==> src/design/bskt_pkg.sv <==
package bskt_pkg;

	localparam int KEY_W      = 30;
	localparam int TAG_W      = 16;
	localparam int CNT_W      = 6;
	localparam int IN_DATA_W  = 48;
	localparam int OUT_DATA_W = 8;
	localparam int DEPTH_DEF  = 32;

	localparam logic [CNT_W-1:0] CAP_RESET = 6'd32;

	// request kinds carried in tuser
	typedef enum logic [1:0] {
		ACT_ADD    = 2'd0,
		ACT_REMOVE = 2'd1,
		ACT_FIND   = 2'd2
	} action_t;

	typedef enum logic [1:0] {
		ST_IDLE,
		ST_SCAN,
		ST_FINISH
	} state_t;

	// controller to datapath
	typedef struct packed {
		logic load;    // latch a new request and restart the walk
		logic rd_en;   // read the next table entry
		logic finish;  // commit the request and load the result register
	} cmd_t;

	// datapath to controller
	typedef struct packed {
		logic scan_done;  // every held entry has been read
	} sts_t;

endpackage

==> src/design/bskt_ctrl.sv <==
module bskt_ctrl
	import bskt_pkg::*;
(
	input  logic clk,
	input  logic arst_n,
	input  logic s_tvalid,
	output logic s_tready,
	output logic m_tvalid,
	input  logic m_tready,
	input  sts_t sts,
	output cmd_t cmd
);

	state_t state_q, state_d;
	logic   out_valid_q;

	// state register
	always_ff @(posedge clk or negedge arst_n) begin
		if (!arst_n) begin
			state_q <= ST_IDLE;
		end else begin
			state_q <= state_d;
		end
	end

	// next state and commands
	always_comb begin
		state_d    = state_q;
		cmd.load   = 1'b0;
		cmd.rd_en  = 1'b0;
		cmd.finish = 1'b0;
		s_tready   = 1'b0;
		unique case (state_q)
			ST_IDLE: begin
				s_tready = 1'b1;
				if (s_tvalid) begin
					cmd.load = 1'b1;
					state_d  = ST_SCAN;
				end
			end
			ST_SCAN: begin
				// the last read is still processed in the cycle that ends the walk
				if (!sts.scan_done) begin
					cmd.rd_en = 1'b1;
				end else begin
					state_d = ST_FINISH;
				end
			end
			ST_FINISH: begin
				// wait until the result register is free
				if (!out_valid_q || m_tready) begin
					cmd.finish = 1'b1;
					state_d    = ST_IDLE;
				end
			end
			default: begin
				state_d = ST_IDLE;
			end
		endcase
	end

	// hold the result beat until taken
	always_ff @(posedge clk or negedge arst_n) begin
		if (!arst_n) begin
			out_valid_q <= 1'b0;
		end else if (cmd.finish) begin
			out_valid_q <= 1'b1;
		end else if (m_tready) begin
			out_valid_q <= 1'b0;
		end
	end

	assign m_tvalid = out_valid_q;

	a_finish_after_scan: assert property (@(posedge clk) disable iff (!arst_n)
		(state_q == ST_SCAN && sts.scan_done) |=> (state_q == ST_FINISH))
		else $error("walk end did not lead to finish");

	a_no_read_outside_scan: assert property (@(posedge clk) disable iff (!arst_n)
		cmd.rd_en |-> (state_q == ST_SCAN && !sts.scan_done))
		else $error("table read outside the walk");

endmodule

==> src/design/bskt_dpath.sv <==
module bskt_dpath
	import bskt_pkg::*;
#(
	parameter int DEPTH = DEPTH_DEF
) (
	input  logic                  clk,
	input  logic                  arst_n,
	input  logic                  cfg_we,
	input  logic [CNT_W-1:0]      cfg_wdata,
	input  logic [1:0]            in_action,
	input  logic [KEY_W-1:0]      in_key,
	input  logic [TAG_W-1:0]      in_tag,
	input  cmd_t                  cmd,
	output sts_t                  sts,
	output logic                  res_ok,
	output logic [CNT_W-1:0]      res_count
);

	localparam int IW = $clog2(DEPTH);
	localparam int CW = $clog2(DEPTH + 1);
	localparam int MW = (CW > CNT_W) ? CW : CNT_W;

	logic [KEY_W-1:0] key_mem [DEPTH];
	logic [TAG_W-1:0] tag_mem [DEPTH];

	action_t          act_q;
	logic [KEY_W-1:0] key_q;
	logic [TAG_W-1:0] tag_q;
	logic [CNT_W-1:0] cap_q;
	logic [CW-1:0]    held_count_q;
	logic [CW-1:0]    rd_idx_q;

	logic             rd_vld_s1;
	logic [IW-1:0]    idx_s1;
	logic [KEY_W-1:0] rd_key_s1;
	logic [TAG_W-1:0] rd_tag_s1;

	logic             found_q, found_d;
	logic             ins_q, ins_d;
	logic             stop_q, stop_d;
	logic             drop_q, drop_d;
	logic [KEY_W-1:0] carry_key_q, carry_key_d;
	logic [TAG_W-1:0] carry_tag_q, carry_tag_d;

	logic             wr_en;
	logic [IW-1:0]    wr_idx;
	logic [KEY_W-1:0] wr_key;
	logic [TAG_W-1:0] wr_tag;

	logic             key_eq, key_ge, full, readd_refused;
	logic             fin_ok;
	logic [CW-1:0]    fin_count;

	logic             res_ok_q;
	logic [CNT_W-1:0] res_count_q;

	// capacity register
	always_ff @(posedge clk or negedge arst_n) begin
		if (!arst_n) begin
			cap_q <= CAP_RESET;
		end else if (cfg_we) begin
			cap_q <= cfg_wdata;
		end
	end

	// latch the request
	always_ff @(posedge clk) begin
		if (cmd.load) begin
			act_q <= action_t'(in_action);
			key_q <= in_key;
			tag_q <= in_tag;
		end
	end

	// walk pointer and read stage valid
	always_ff @(posedge clk or negedge arst_n) begin
		if (!arst_n) begin
			rd_idx_q  <= '0;
			rd_vld_s1 <= 1'b0;
		end else begin
			rd_vld_s1 <= cmd.rd_en;
			if (cmd.load) begin
				rd_idx_q <= '0;
			end else if (cmd.rd_en) begin
				rd_idx_q <= rd_idx_q + CW'(1);
			end
		end
	end

	assign sts.scan_done = (rd_idx_q == held_count_q);

	// table memory: one write and one registered read per cycle
	always_ff @(posedge clk) begin
		if (wr_en) begin
			key_mem[wr_idx] <= wr_key;
			tag_mem[wr_idx] <= wr_tag;
		end
		if (cmd.rd_en) begin
			rd_key_s1 <= key_mem[rd_idx_q[IW-1:0]];
			rd_tag_s1 <= tag_mem[rd_idx_q[IW-1:0]];
			idx_s1    <= rd_idx_q[IW-1:0];
		end
	end

	assign key_eq = (rd_key_s1 == key_q);
	assign key_ge = (rd_key_s1 >= key_q);
	assign full   = (MW'(held_count_q) >= MW'(cap_q)) || (held_count_q == CW'(DEPTH));
	// a present key is deleted first; the re-add fails if the table is still at capacity
	assign readd_refused = (MW'(held_count_q - CW'(1)) >= MW'(cap_q));

	// per-entry step of the walk, and the final commit
	always_comb begin
		wr_en       = 1'b0;
		wr_idx      = idx_s1;
		wr_key      = key_q;
		wr_tag      = tag_q;
		found_d     = found_q;
		ins_d       = ins_q;
		stop_d      = stop_q;
		drop_d      = drop_q;
		carry_key_d = carry_key_q;
		carry_tag_d = carry_tag_q;
		fin_ok      = 1'b0;
		fin_count   = held_count_q;
		if (rd_vld_s1) begin
			unique case (act_q)
				ACT_FIND: begin
					if (key_eq) begin
						found_d = 1'b1;
					end
				end
				ACT_REMOVE: begin
					// pull every entry behind the match one slot down
					if (found_q) begin
						wr_en  = 1'b1;
						wr_idx = idx_s1 - IW'(1);
						wr_key = rd_key_s1;
						wr_tag = rd_tag_s1;
					end
					if (key_eq) begin
						found_d = 1'b1;
					end
				end
				ACT_ADD: begin
					if (drop_q) begin
						// close the gap left by the deleted old entry
						wr_en  = 1'b1;
						wr_idx = idx_s1 - IW'(1);
						wr_key = rd_key_s1;
						wr_tag = rd_tag_s1;
					end else if (!stop_q) begin
						if (ins_q) begin
							// ripple the carried entry one slot up
							wr_en       = 1'b1;
							wr_key      = carry_key_q;
							wr_tag      = carry_tag_q;
							carry_key_d = rd_key_s1;
							carry_tag_d = rd_tag_s1;
						end else if (key_ge) begin
							if (key_eq) begin
								if (readd_refused) begin
									// drop the old entry, refuse the add
									found_d = 1'b1;
									drop_d  = 1'b1;
								end else begin
									// same key stays in place with the new tag
									wr_en   = 1'b1;
									found_d = 1'b1;
									stop_d  = 1'b1;
								end
							end else if (full) begin
								stop_d = 1'b1;
							end else begin
								wr_en       = 1'b1;
								carry_key_d = rd_key_s1;
								carry_tag_d = rd_tag_s1;
								ins_d       = 1'b1;
							end
						end
					end
				end
				default: begin
				end
			endcase
		end
		unique case (act_q)
			ACT_FIND: begin
				fin_ok = found_q;
			end
			ACT_REMOVE: begin
				fin_ok = found_q;
				if (found_q) begin
					fin_count = held_count_q - CW'(1);
				end
			end
			ACT_ADD: begin
				if (drop_q) begin
					fin_count = held_count_q - CW'(1);
				end else if (found_q) begin
					fin_ok = 1'b1;
				end else if (!full) begin
					fin_ok    = 1'b1;
					fin_count = held_count_q + CW'(1);
					// append the last carried entry, or the new one
					if (cmd.finish) begin
						wr_en  = 1'b1;
						wr_idx = held_count_q[IW-1:0];
						if (ins_q) begin
							wr_key = carry_key_q;
							wr_tag = carry_tag_q;
						end
					end
				end
			end
			default: begin
			end
		endcase
	end

	// walk flags and held count
	always_ff @(posedge clk or negedge arst_n) begin
		if (!arst_n) begin
			found_q      <= 1'b0;
			ins_q        <= 1'b0;
			stop_q       <= 1'b0;
			drop_q       <= 1'b0;
			held_count_q <= '0;
		end else begin
			if (cmd.load) begin
				found_q <= 1'b0;
				ins_q   <= 1'b0;
				stop_q  <= 1'b0;
				drop_q  <= 1'b0;
			end else begin
				found_q <= found_d;
				ins_q   <= ins_d;
				stop_q  <= stop_d;
				drop_q  <= drop_d;
			end
			if (cmd.finish) begin
				held_count_q <= fin_count;
			end
		end
	end

	always_ff @(posedge clk) begin
		carry_key_q <= carry_key_d;
		carry_tag_q <= carry_tag_d;
		if (cmd.finish) begin
			res_ok_q    <= fin_ok;
			res_count_q <= CNT_W'(fin_count);
		end
	end

	assign res_ok    = res_ok_q;
	assign res_count = res_count_q;

	a_count_bound: assert property (@(posedge clk) disable iff (!arst_n)
		held_count_q <= CW'(DEPTH))
		else $error("held count above table depth");

	a_read_below_count: assert property (@(posedge clk) disable iff (!arst_n)
		rd_vld_s1 |-> (CW'(idx_s1) < held_count_q))
		else $error("read of an entry beyond the held count");

	a_refused_add_keeps_count: assert property (@(posedge clk) disable iff (!arst_n)
		(cmd.finish && act_q == ACT_ADD && !found_q && full)
		|=> (held_count_q == $past(held_count_q)))
		else $error("refused add changed the held count");

	a_remove_drops_one: assert property (@(posedge clk) disable iff (!arst_n)
		(cmd.finish && act_q == ACT_REMOVE && found_q)
		|=> (held_count_q == $past(held_count_q) - CW'(1)))
		else $error("remove did not drop exactly one entry");

endmodule

==> src/design/bounded_sorted_key_table.sv <==
// Requests are handled one at a time: a new request beat is taken only in idle, after the
// previous commit. The walk reads one table entry per cycle through the single read port
// of the key and tag memory; the commit waits until the result register is free.
// Reset (arst_n low) clears the held count and sets capacity to 32; the table memory is
// not cleared, since only entries below the held count are ever read.
module bounded_sorted_key_table
	import bskt_pkg::*;
#(
	parameter int DEPTH = DEPTH_DEF
) (
	input  logic                  clk,
	input  logic                  arst_n,
	input  logic                  cfg_we,
	input  logic [CNT_W-1:0]      cfg_wdata,   // capacity
	input  logic                  s_tvalid,
	output logic                  s_tready,
	input  logic [IN_DATA_W-1:0]  s_tdata,     // key_number[29:0], payload_tag[45:30], zero
	input  logic [1:0]            s_tuser,     // action[1:0]
	output logic                  m_tvalid,
	input  logic                  m_tready,
	output logic [OUT_DATA_W-1:0] m_tdata      // ok[0], entry_count[6:1], zero
);

	cmd_t             cmd;
	sts_t             sts;
	logic             res_ok;
	logic [CNT_W-1:0] res_count;

	bskt_ctrl u_ctrl (
		.clk      (clk),
		.arst_n   (arst_n),
		.s_tvalid (s_tvalid),
		.s_tready (s_tready),
		.m_tvalid (m_tvalid),
		.m_tready (m_tready),
		.sts      (sts),
		.cmd      (cmd)
	);

	bskt_dpath #(
		.DEPTH (DEPTH)
	) u_dpath (
		.clk       (clk),
		.arst_n    (arst_n),
		.cfg_we    (cfg_we),
		.cfg_wdata (cfg_wdata),
		.in_action (s_tuser),
		.in_key    (s_tdata[KEY_W-1:0]),
		.in_tag    (s_tdata[KEY_W+TAG_W-1:KEY_W]),
		.cmd       (cmd),
		.sts       (sts),
		.res_ok    (res_ok),
		.res_count (res_count)
	);

	// pack the result beat
	assign m_tdata = {1'b0, res_count, res_ok};

endmodule
==> config.mk <==
export PLATFORM = sky130hd
export DESIGN_NAME = bounded_sorted_key_table
export DESIGN_NICKNAME = d
export VERILOG_FILES = /design/src/design/bskt_pkg.sv /design/src/design/bskt_ctrl.sv /design/src/design/bskt_dpath.sv /design/src/design/bounded_sorted_key_table.sv
export SDC_FILE = /design/constraint.sdc
export NUM_CORES = 1
export LEC_CHECK = 0
export BUFFER_PORTS_ARGS = -buffer_cell sky130_fd_sc_hd__buf_2
export CAP_MARGIN = 20
export CORE_ASPECT_RATIO = 2
export CORE_UTILIZATION = 63
export DETAILED_ROUTE_END_ITERATION = 16
export PLACE_DENSITY = 0.83
export SYNTH_ARGS = -nofsm -noshare
export SYNTH_HDL_FRONTEND = slang
export SYNTH_SLANG_ARGS = --single-unit
==> constraint.sdc <==
create_clock -name clk -period 8.7 [get_ports clk]
set_clock_uncertainty 0.1 [all_clocks]
set_input_delay 1.74 -clock clk [delete_from_list [all_inputs] [get_ports clk]]
set_output_delay 1.74 -clock clk [all_outputs]
set_load 0.05 [all_outputs]
; Word-level counts from Yosys, hierarchy flattened
; Memory sizes are Yosys's and may differ from the RTL's. A register that Yosys moved wholly into a read port is not among the register bits.
; Cells that the tools add are included.
[totals]
register_bits = 100
ram_bits = 960
inputBits = 61
out_inout_bits = 10
elab_cells = 161
memories = 1
[op_classes]
addsub = 4
order_cmp = 3
eq_ne = 18
n_mux = 99
bitwise = 2
n_reduce_logical = 18
[mem_list]
columns = memory, depth, width, rd, rd_clocked_by_memory_dff, wr, line_no
row1 = u_dpath.key_mem, 32, 30, 1, 1, 1, bskt_dpath.sv:23  ; logic [KEY_W-1:0] key_mem [DEPTH];
[op_table]
columns = cell, count
row1 = $mux 30, 15
row2 = $mux 1, 60
row3 = $pmux 30 s2, 1
row4 = $mux 5, 8
row5 = $mux 6, 6
row6 = $eq 30x30->1, 1
row7 = $ge 30x30->1, 1
row8 = $add 6x1->6 const B, 2
row9 = $ge 6x6->1, 2
row10 = $pmux 6 s2, 1
row11 = $pmux 5 s2, 1
row12 = $reduce_bool 2->1, 5
row13 = $ne 3x3->1 const B, 3
row14 = $ne 2x1->1 const B, 4
row15 = $reduce_and 7->1, 1
row16 = $eq 6x6->1, 1
row17 = $eq 6x6->1 const B, 1
row18 = $mux 2, 3
row19 = $ne 2x2->1 const B, 3
row20 = $pmux 1 s2, 3
row21 = $pmux 2 s3, 1
row22 = $reduce_and 3->1, 2
row23 = $reduce_and 6->1, 1
row24 = $sub 6x1->6 const B, 1
row25 = 12 further kinds, 17

; Depth between registers and ports, before layout
; Gate-level depths: netlist of the first run.
[depth]
ltp_word = 17
ltp_mapped = 13
ltp_nobuf = 11

; Modules after synthesis
; Synthesis of the first run repeated with hierarchy kept, for this count alone.
[hier_totals]
hier_cells = 2016
hier_area_um2 = 43306.5
[by_module_without_submodules]
columns = mod, n_inst, cells_each, area_per_inst_um2, seq_area_each_um2
row1 = bskt_dpath, 1, 1998, 43142.6, 32527.4
row2 = bskt_ctrl, 1, 15, 145.1, 75.1
row3 = bounded_sorted_key_table, 1, 3, 18.8, 0.0

; Worst setup path before layout of the first run
; No wires, ideal clock.
[synth_timing]
path_kind = input to register
from = input port m_tready
to = memory u_dpath.key_mem[13][0] (enable)
setup_time_ns = 0.493
arrival_time_ns = 6.027
t_required_ns = 8.107
path_slack_ns = 2.080
cell_stages = 8
path_buffers = 2
cell_sequence = nand2b_1 -> nand2b_1 -> clkbuf_1 -> nor2_1 -> nand2_1 -> buf_4 -> mux2_2 -> nor4_1
[synth_between]
elab_chain_cells = 10
elab_cells_between_ends = 15
cone_classes = 14 x mux / 1 x reduce/logical
[synth_lines]
columns = element, line_no
row1 = start: declaration, bounded_sorted_key_table.sv:20  ; input logic m_tready,
row2 = $logic_or 1x1->1 (*), bskt_ctrl.sv:51  ; if (!out_valid_q || m_tready) begin
row3 = $mux 1 (*), bskt_ctrl.sv:51
row4 = $mux 1 (*), bskt_ctrl.sv:33  ; unique case (state_q)
row5 = $mux 1, bskt_dpath.sv:205  ; if (cmd.finish) begin
row6 = $mux 1, bskt_dpath.sv:201  ; end else if (!full) begin
row7 = $mux 1, bskt_dpath.sv:199  ; end else if (found_q) begin
row8 = $mux 1, bskt_dpath.sv:197  ; if (drop_q) begin
row9 = $mux 1, bskt_dpath.sv:186  ; unique case (act_q)
row10 = $mux 1 (2 in a row), n/a
row11 = end: declaration, bskt_dpath.sv:23
; Mark *: on every way between the ends. The rest lies on a longest branch, timed or not.

; Worst setup path in the final report of the first run
[layout_timing]
from = register u_dpath.held_count_q[0]
to = memory u_dpath.key_mem[5][26] (enable)
[layout_between]
elab_chain_cells = 17
elab_cells_between_ends = 26
cone_classes = 1 x add/sub / 2 x order compare / 1 x eq/ne / 21 x mux / 1 x reduce/logical
[layout_lines]
columns = element, line_no
row1 = start: declaration, bskt_dpath.sv:30  ; logic [CW-1:0] held_count_q;
row2 = start signal: assignment, bskt_dpath.sv:241  ; held_count_q <= fin_count;
row3 = "$sub 6x1->6, or another cell as far along", bskt_dpath.sv:109  ; assign readd_refused = (MW'(held_count_q - CW'(1)) >= MW'(cap_q));
row4 = $ge 6x6->1 / $logic_or 1x1->1 (equally long branches), "bskt_dpath.sv:109, bskt_dpath.sv:107"
row5 = $mux 1 (on tied branches), "bskt_dpath.sv:161, bskt_dpath.sv:171"
row6 = $mux 1, bskt_dpath.sv:160  ; if (key_eq) begin
row7 = $mux 1, bskt_dpath.sv:159  ; end else if (key_ge) begin
row8 = $mux 1, bskt_dpath.sv:152  ; if (ins_q) begin
row9 = $mux 1, bskt_dpath.sv:151  ; end else if (!stop_q) begin
row10 = $mux 1, bskt_dpath.sv:145  ; if (drop_q) begin
row11 = $pmux 1 s2, bskt_dpath.sv:126  ; unique case (act_q)
row12 = $mux 1, bskt_dpath.sv:125  ; if (rd_vld_s1) begin
row13 = $mux 1, bskt_dpath.sv:205
row14 = $mux 1, bskt_dpath.sv:201
row15 = $mux 1, bskt_dpath.sv:199
row16 = $mux 1, bskt_dpath.sv:197
row17 = $mux 1, bskt_dpath.sv:186
row18 = $mux 1 (2 in a row), n/a
; Parallel ways exist; a longest one is shown, timed or not.

==> results of run 1 <==
-- power breakdown --
| group | total (mW) | switching, mW | internal (mW) |
|---|---|---|---|
| clock network | 4.50 | 1.89 | 2.62 |
| registers | 6.57 | 0.327 | 6.25 |
| logic | 3.86 | 2.02 | 1.85 |
| total | 14.9 | 4.23 | 10.7 |
-- layout by cell type (no fill, tap or decap), types with 7 or more instances in the layout --
master     instances
edfxtp_1        1064
nand2_1           40
buf_8             13
nor2_1            63
clkinv_2          12
nand4_1            9
nor3_1            11
clkbuf_1           8
clkinv_1          19
buf_2             52
a21oi_1           38
nor3_2             8
xor2_1            12
nand3_1            9
nand2b_1          10
a22o_1            31
o21ai_0           29
inv_1             50
ha_1              50
a21oi_2           13
a31oi_1           11
buf_4             73
bufinv_16         21
clkbuf_16         95
mux2_2            34
a22oi_1           33
mux2i_1            7
dfrtp_1           20
nor4_2            24
mux4_2           300
-- metal layers --
metal | vias to the layer above | share of wire
li1 | 8860 | -
met1 | 11800 | 0.31
met2 | 2080 | 0.50
met3 | 506 | 0.12
met4 | 2 | 0.076
met5 | - | 0.000095
-- state kept, by name, summed over array words and instances, names as in the netlist, 2 cells and up --
name                  count
u_ctrl.state_q            2
u_dpath.rd_idx_q          6
u_dpath.carry_key_q      30
u_dpath.rd_key_s1        30
u_dpath.idx_s1            5
u_dpath.key_q            30
u_dpath.act_q             2
u_dpath.key_mem         960
u_dpath.cap_q             6
u_dpath.held_count_q      6
u_dpath.res_count         6
-- worst register-to-register path, cell delays in order, from the launching register on --
cell and delay (ps):
dfrtp_1 680, inv_1 290, ha_1 370, nand2b_1 160
a31oi_1 350, o21a_2 340, nand2_1 320, mux2i_1 400
or2_1 460, nor4_2 460, buf_4 650
-- logic make-up after synthesis --
kind of cell             Yosys count  synth area share
adder cells (fa/ha/maj)           50            0.0143
buffers and inverters            166            0.0159
multiplexers                     341             0.165
other                              1         0.0000860
XOR/XNOR                          16           0.00321
AO/OA/AOI/OAI                    198            0.0314
flip-flops                      1090             0.747
AND/OR/NAND/NOR                  200            0.0226
-- worst paths after layout --
check | from | end | slack (ps) | depth (start not counted)
worst max-delay path | u_dpath.held_count_q[0] | u_dpath.key_mem[5][26] | 3650 | 10
worst min-delay path | u_dpath.rd_key_s1[26] | u_dpath.carry_key_q[26] | 400 | 0
worst max register to register | u_dpath.held_count_q[0] | u_dpath.key_mem[5][26] | 3650 | 10
worst min register to register | u_dpath.rd_key_s1[26] | u_dpath.carry_key_q[26] | 400 | 0
max in group asynchronous | arst_n | u_dpath.rd_idx_q[1] | 7010 | 1
min in group asynchronous | arst_n | u_dpath.rd_vld_s1 | 990 | 1
-- synthesized netlist by cell type, types with 3 or more instances --
master	instances
buf_6	4
nor2b_1	5
buf_2	23
nand2b_1	10
buf_1	24
nor2_1	63
o21a_1	3
buf_4	3
a221oi_1	3
ha_1	50
xnor2_1	4
a221o_1	3
dfrtp_1	25
nor3_1	19
mux4_2	300
a21oi_1	52
clkbuf_1	62
o211ai_1	3
or2_2	3
a22oi_1	33
mux2i_1	7
mux2_2	34
a22o_1	32
nand4_1	9
nor4_1	26
inv_1	50
nand2_1	41
xor2_1	12
edfxtp_1	1064
nand3_1	9
o22ai_1	4
a31oi_1	11
and4_1	3
o21ai_0	29
-- layout make-up --
class                   instances  area [um^2]  area share
well taps                     897         1120      0.0230
inverters                      50          188     0.00384
flip-flops and latches       1090        32600       0.668
clock inverters                62          853      0.0175
repair buffers                141         1060      0.0218
clock buffers                 103         2410      0.0493
multi-input cells             806        10600       0.217
-- through the flow --
step | total power [mW] | hold slack, ps | cell area, um^2
after CTS | 14.9 | 396 | 48700
after global placement | 10.2 | 370 | 45400
after detailed placement | 10.3 | 380 | 45400
final | 14.9 | 403 | 48900
after floorplan | 9.32 | 323 | 43600
after global routing | 15.3 | 414 | 48900
==> out/qor.tcl, run 1 <==
set qor(cts.htree.levels) 3
set qor(power_density_nw_per_um2) 306
set qor(total_via_count_in_the_routed_design) 23200
set qor(yosys-top-cells-area) {edfxtp_1, mux4_2, dfrtp_1, ha_1, mux2_2}
set qor(wl_per_cell_um) 36.9
set qor(postRouteWirelength_um) 116000
set qor(crit_path_cell_trace) {inv_1 -> ha_1 -> nand2b_1 -> a31oi_1 -> o21a_2 -> nand2_1 -> mux2i_1 -> or2_1 -> nor4_2 -> buf_4}
set qor(report.final.setup_viol) 0
set qor(clk_latency_ps) 690
set qor(finalWeightedCongestion) 0.896
set qor(fin_crit_sh) 0.581
set qor(async_flop_share) 0.0239
set qor(slew_viol_final) 0
set qor(synth_cell_types) 66
set qor(synth-warning-count) 0
set qor(global_route.usage.met1) 0.406
set qor(hold_viol_final) 0
set qor(tritoncts.num_buffers) 89
set qor(final-instance-count-excl-fill) 3149
set qor(dieHeight_um) 374
set qor(design.portCount) 71
set qor(n_antenna_cell) 0
set qor(worstHoldPathType) {reg2reg}
set qor(grt_antenna_before_repair) 1
set qor(setup_total_negative_slack_ps) 0
set qor(total_global_routing_overflow) 0
set qor(cts.path.max_buffers) 3
set qor(maxCapViolCount) 0
set qor(critical-path-max-stage-delay_ps) 680
set qor(area_growth_syn_to_layout_pct) 12.0
set qor(layout.core_utilization) 0.712
set qor(initial_cell_density_of_the_core) 0.636
set qor(globalRouteMet2Util) 0.546
set qor(preCtsSetupSlack_ps) 3410
set qor(largest_area_contributor_in_the_netlist) {edfxtp_1}
set qor(final_layout_size_suffix_gt1_frac) 0.303
set qor(cts_num_sinks) 1090
set qor(tightest_slew_ps) 1120
set qor(nNetsFinal) 2289
set qor(largest_net_degree_at_the_start_of_global_routing) 161
set qor(grt_first_pass_wirelength_um) 165000
set qor(port_buffers) 51
set qor(critPathLaunchType) {flip-flop}
set qor(run_status) {completed}
set qor(detailed_place_hpwl_um) 55500
set qor(critPathCaptureType) {flip-flop}
set qor(post_cts_setup_inserts) 0
set qor(worstSetupPathType) {reg2reg}
set qor(placementRows) 136
set qor(chipWidth_um) 188
set qor(cts_root_buf) {clkbuf_16}
set qor(critPathArrivalTime_ps) 5250
set qor(fillers) 3627
set qor(final_period_minus_worst_setup_slack_ps) 5050
set qor(syn_inst) 2062
set qor(worstPathRequired_ps) 8900
set qor(peakVddDrop_uv) 267
set qor(die_area_um2) 70400
set qor(cp.buffers_inverters) 2
set qor(synth_seq_area_share) 0.747
set qor(timing.critical_path.max_delay_family) {simple AND/OR/NAND/NOR gates}
set qor(synth_edf_count) 1064
set qor(gr-usage-met3) 0.0835
set qor(cts_tree) {done}
set qor(grtUsageTotal) 0.337
set qor(synth_fp_nets) 2173
set qor(top_usage_layer) {met2}
set qor(drc) 0
set qor(clk_pin_slew_worst_paths_ps) 70
set qor(post_synth.cell_area_avg_um2) 21.2
set qor(detail_route.vias_per_cell) 7.38
set qor(drt_pre_antenna_iters) 6
set qor(detail-route-antenna-nets) 0
set qor(post-synth-top-area-fraction) 0.732
set qor(timing.slew.headroom) 0.249
set qor(drt-initial-drc-count) 3566
set qor(mappedNetlistArea_um2) 43600
set qor(p_leak_nw) 15.7
set qor(rsz0062_at_grt) {false}
set qor(ctsResizeCount) 0
set qor(first_global_vias) 23900
set qor(max_freq_mhz) 198
set qor(floorplan.core_area_um2) 68600
set qor(synth-seq-cells) 1090
set qor(synth_top_flop_cell) {edfxtp_1}
set qor(worst_path_max_delay_cell) {dfrtp_1}
set qor(hold_buffers) 0
set qor(crit_path_max_fanout) 30
set qor(postLayoutSetupSlackWorst_ps) 3650
set qor(post-place-cells) 2969
Note: power is estimated with default switching activity, not from simulation.
==> inputs of run 2 (changes only) <==
- CORE_UTILIZATION: 63 -> 56
- PLACE_DENSITY: 0.83 -> 0.78
- clock period: 8.7 -> 4.25 ns (I/O delays scaled with it)
==> out/qor.tcl, run 2 (synthesis gave the netlist of run 1 again) <==
set qor(peakVddDrop_uv) 527
set qor(drt-initial-drc-count) 3225
set qor(port_buffers) 51
set qor(largest_register_ff_count) 960
set qor(maxCapViolCount) 0
set qor(grtUsageTotal) 0.302
set qor(drc) 0
set qor(post_cts_setup_inserts) 0
set qor(hold_buffers) 0
set qor(fillers) 4848
set qor(tightest_slew_ps) 1120
set qor(final_period_minus_worst_setup_slack_ps) 4140
set qor(cts.htree.levels) 3
set qor(floorplan.core_area_um2) 77100
set qor(hold_ws_ps) 110
set qor(area_growth_syn_to_layout_pct) 13.7
set qor(detail-route-antenna-nets) 0
set qor(cts_num_sinks) 1090
set qor(tritoncts.num_buffers) 87
set qor(slew_viol_final) 0
set qor(power_density_nw_per_um2) 603
set qor(crit_path_max_fanout) 27
set qor(finalWeightedCongestion) 0.944
set qor(p_leak_nw) 16.0
set qor(fin_crit_sh) 0.975
set qor(wl_per_cell_um) 34.8
set qor(postRouteWirelength_um) 115000
set qor(preCtsSetupSlack_ps) 95.3
set qor(ctsResizeCount) 0
set qor(clk_latency_ps) 680
set qor(final_layout_size_suffix_gt1_frac) 0.317
set qor(design.portCount) 71
set qor(initial_cell_density_of_the_core) 0.566
set qor(critPathLaunchType) {flip-flop}
set qor(critPathArrivalTime_ps) 4370
set qor(report.final.setup_viol) 0
set qor(drt_pre_antenna_iters) 5
set qor(layout.core_utilization) 0.643
set qor(registers.top_by_ff_count) {u_dpath.key_mem}
set qor(worst_path_max_delay_cell) {or4_1}
set qor(worstSetupPathType) {reg2reg}
set qor(postLayoutSetupSlackWorst_ps) 107
set qor(largest_net_degree_at_the_start_of_global_routing) 122
set qor(dieHeight_um) 397
set qor(detailed_place_hpwl_um) 60300
set qor(cts_root_buf) {clkbuf_16}
set qor(timing.slew.headroom) 0.248
set qor(nNetsFinal) 2330
set qor(worstHoldPathType) {in2async}
set qor(layout.cells.most_common) {edfxtp_1}
set qor(grt_first_pass_wirelength_um) 165000
set qor(cts_tree) {done}
set qor(die_area_um2) 79100
set qor(total_via_count_in_the_routed_design) 22800
set qor(final_cell_mix) {edfxtp_1, mux4_2, buf_4}
set qor(critPathCaptureType) {flip-flop}
set qor(hold_viol_final) 0
set qor(setup_total_negative_slack_ps) 0
set qor(worstPathRequired_ps) 4480
set qor(grt_antenna_before_repair) 6
set qor(total_global_routing_overflow) 0
set qor(crit_path_cell_trace) {ha_1 -> nand4_2 -> or4_1 -> a2bb2oi_1 -> o2111ai_2 -> a22oi_2 -> and4_4 -> buf_4 -> nor4_4 -> buf_12}
set qor(first_global_vias) 24000
set qor(placementRows) 144
set qor(max_freq_mhz) 241
set qor(clk_pin_slew_worst_paths_ps) 70
set qor(r2r_start) {u_dpath.rd_key_s1[27]}
set qor(rsz0062_at_grt) {false}
set qor(run_status) {completed}
set qor(detail_route.vias_per_cell) 6.87
set qor(critical-path-max-stage-delay_ps) 650
set qor(cts.path.max_buffers) 3
set qor(worstSetupStartpoint) {u_dpath.rd_key_s1[27]}
set qor(chipWidth_um) 199
-- run 2: cell types whose count changed in the layout (fill, tap and decap cells not counted), moves of 8 or more --
cell	previous run	this run
clkbuf_1	8	17
buf_8	13	1
nor4_2	24	0
clkbuf_16	95	87
buf_12	3	40
a21oi_1	38	27
a21oi_2	13	24
buf_4	73	91
bufinv_16	21	10
nor4_4	1	25
-- run 2: final cells by class --
| type | count | area [um^2] | area share |
|---|---|---|---|
| multi-input combinational | 806 | 10900 | 0.220 |
| inverter | 50 | 188 | 0.00378 |
| sequential | 1090 | 32600 | 0.658 |
| timing repair buffer | 184 | 1770 | 0.0356 |
| clock buffer | 104 | 2240 | 0.0452 |
| tap | 1022 | 1280 | 0.0258 |
| clock inverter | 53 | 582 | 0.0117 |
| antenna | 3 | 7.51 | 0.000151 |
-- run 2: path summary, 6_finish.rpt --
kind / depth (start not counted) / slack (ps) / to
worst max-delay path: 10 / 110 / u_dpath.key_mem[2][21]
worst min-delay path: 1 / 110 / u_ctrl.state_q[1]
worst max register to register: 10 / 110 / u_dpath.key_mem[2][21]
worst min register to register: 0 / 400 / u_dpath.carry_key_q[20]
max in group asynchronous: 1 / 3430 / u_dpath.rd_idx_q[1]
min in group clk: 1 / 250 / u_dpath.key_q[27]
-- run 2: critical path, delay by kind of cell (launching register included) --
| family | cells | cell delay, ps |
|---|---|---|
| buf+inv | 2 | 650 |
| compound gates | 3 | 470 |
| fa+ha+maj | 1 | 330 |
| flops | 1 | 420 |
| simple gates | 4 | 1750 |
-- run 2: stage by stage --
step / area (um^2) / cells / total power, mW
2_1_floorplan: 43900 / 2062 / 19.2
3_3_place_gp: 46700 / 3149 / 21.4
3_5_place_dp: 46700 / 3150 / 21.7
4_1_cts: 49500 / 3307 / 30.0
5_1_grt: 49600 / 3312 / 30.7
6_report: 49600 / 3312 / 29.9
-- run 2: per-layer routing --
metal / up-vias / wire [um] / track usage
met3: 436 / 11100 / 0.0567
met2: 1645 / 59300 / 0.510
met1: 11700 / 36500 / 0.351
li1: 8934 / - / -
met5: - / 44 / 0
met4: 6 / 8410 / 0.197
-- run 2: power breakdown --
group	total (mW)	switching (mW)	internal (mW)
sequential	13.3	0.560	12.8
clock	8.25	3.83	4.42
combinational	8.32	4.39	3.93
==> inputs of run 3 (changes only) <==
- CORE_UTILIZATION: 56 -> 45
- PLACE_DENSITY: 0.78 -> 0.66
==> out/qor.tcl, run 3 (synthesis gave the netlist of run 1 again) <==
set qor(run_status) {completed}
set qor(nNetsFinal) 2322
set qor(detailed_place_hpwl_um) 60000
set qor(setup_total_negative_slack_ps) 0
set qor(post-place-cells) 3337
set qor(cp.buffers_inverters) 1
set qor(comb_power_share) 0.270
set qor(layout.cells.most_common) {edfxtp_1}
set qor(cts.path.max_buffers) 3
set qor(post_place_cell_area_um2) 46900
set qor(final_period_minus_worst_setup_slack_ps) 4070
set qor(hold_viol_final) 0
set qor(p_leak_nw) 16.1
set qor(post_cts_setup_inserts) 0
set qor(design.portCount) 71
set qor(clk_latency_ps) 700
set qor(total_global_routing_overflow) 0
set qor(tightest_slew_ps) 1100
set qor(power_frac_seq) 0.437
set qor(grt_antenna_before_repair) 2
set qor(netSwitchingFraction) 0.286
set qor(detail_route.vias_per_cell) 6.19
set qor(design_area_um2) 50200
set qor(total_via_count_in_the_routed_design) 21700
set qor(hold_buffers) 0
set qor(internal-power_mw) 21.9
set qor(worst_path_max_delay_cell) {and4_4}
set qor(final_cell_mix) {edfxtp_1, mux4_2, clkbuf_16}
set qor(port_buffers) 51
set qor(power_density_nw_per_um2) 610
set qor(critPathCaptureType) {flip-flop}
set qor(max_freq_mhz) 246
set qor(chipWidth_um) 222
set qor(drt_pre_antenna_iters) 5
set qor(floorplan.core_area_um2) 96100
set qor(layout.core_utilization) 0.522
set qor(hold_ws_ps) 89.1
set qor(preCtsSetupSlack_ps) 201
set qor(total_power_mw) 30.6
set qor(ctsResizeCount) 0
set qor(initial_cell_density_of_the_core) 0.454
set qor(area_growth_syn_to_layout_pct) 15.0
set qor(grt_first_pass_wirelength_um) 155000
set qor(critPathLaunchType) {flip-flop}
set qor(dieHeight_um) 442
set qor(switching_power_of_the_nets_mw) 8.76
set qor(first_global_vias) 22600
set qor(largest_net_degree_at_the_start_of_global_routing) 65
set qor(worstHoldPathType) {in2async}
set qor(finalWeightedCongestion) 0.833
set qor(pwr-share-clk) 0.293
set qor(largest_register_ff_count) 960
set qor(final-instance-count-excl-fill) 3511
set qor(peakVddDrop_uv) 356
set qor(detail-route-antenna-nets) 0
set qor(die_area_um2) 98300
set qor(slew_viol_final) 0
set qor(worstPathRequired_ps) 4530
set qor(crit_path_max_fanout) 32
set qor(fillers) 7210
set qor(timing.slew.headroom) 0.263
set qor(timing.critical_path.max_delay_family) {compound AO/OA/AOI/OAI gates}
set qor(cts_root_buf) {clkbuf_16}
set qor(final_layout_size_suffix_gt1_frac) 0.318
set qor(cts.htree.levels) 3
set qor(cts_num_sinks) 1090
set qor(grtUsageTotal) 0.220
set qor(critPathArrivalTime_ps) 4360
set qor(clk_pin_slew_worst_paths_ps) 70
set qor(registers.top_by_ff_count) {u_dpath.key_mem}
set qor(postRouteWirelength_um) 106000
set qor(fin_crit_sh) 0.958
set qor(worstSetupPathType) {reg2reg}
set qor(drt-initial-drc-count) 2459
set qor(report.final.setup_viol) 0
set qor(maxCapViolCount) 0
set qor(wl_per_cell_um) 30.2
set qor(rsz0062_at_grt) {false}
set qor(critical-path-max-stage-delay_ps) 870
set qor(cts_tree) {done}
set qor(drc) 0
set qor(postLayoutSetupSlackWorst_ps) 178
set qor(crit_path_cell_trace) {ha_1 -> a21oi_1 -> o21ai_0 -> a221oi_1 -> a21oi_1 -> a22oi_2 -> and4_4 -> nor3_2 -> buf_12}
set qor(placementRows) 161
set qor(tritoncts.num_buffers) 92
set qor(crit_top_cell) {a21oi_1}
[run 3: power by group through the flow]
| stage | combinational [mW] | clock, mW | sequential [mW] |
|---|---|---|---|
| 2_1_floorplan | 6.03 | 0 | 13.2 |
| 3_3_place_gp | 8.18 | 0 | 13.6 |
| 3_5_place_dp | 8.36 | 0 | 13.6 |
| 4_1_cts | 8.40 | 9.10 | 13.4 |
| 5_1_grt | 8.82 | 9.48 | 13.4 |
| 6_report | 8.27 | 8.97 | 13.4 |
[run 3: worst paths after layout]
kind | start | endpoint | slack, ps | cells after the start
max | u_dpath.rd_key_s1[9] | u_dpath.key_mem[18][14] | 180 | 9
min | arst_n | u_dpath.cap_q[1] | 90 | 1
max reg2reg | u_dpath.rd_key_s1[9] | u_dpath.key_mem[18][14] | 180 | 9
min reg2reg | u_dpath.rd_key_s1[25] | u_dpath.carry_key_q[25] | 400 | 0
max in group asynchronous | arst_n | u_dpath.rd_idx_q[2] | 3470 | 1
min in group clk | s_tuser[0] | u_dpath.act_q[0] | 230 | 1
[run 3: final cells by class]
class	instances	area, um^2	area share
diodes	1	2.50	0.0000499
clock buffers	108	2450	0.0488
clock inverters	63	756	0.0151
inverters	50	188	0.00374
multi-input cells	806	10900	0.217
flip-flops and latches	1090	32600	0.650
well taps	1222	1530	0.0305
repair buffers	171	1780	0.0354
[run 3: worst reg2reg max path: stages (launching register included)]
cell and delay (ps):
edfxtp_1 450, ha_1 360, a21oi_1 150, o21ai_0 130
a221oi_1 700, a21oi_1 250, a22oi_2 290, and4_4 870
nor3_2 180, buf_12 230
[run 3: per-layer routing]
metal	global-route usage	share of wire	vias up
li1	-	-	8940
met1	0.275	0.37	11600
met2	0.384	0.53	975
met3	0.0317	0.064	227
met4	0.0892	0.041	2
met5	0	0.00012	-
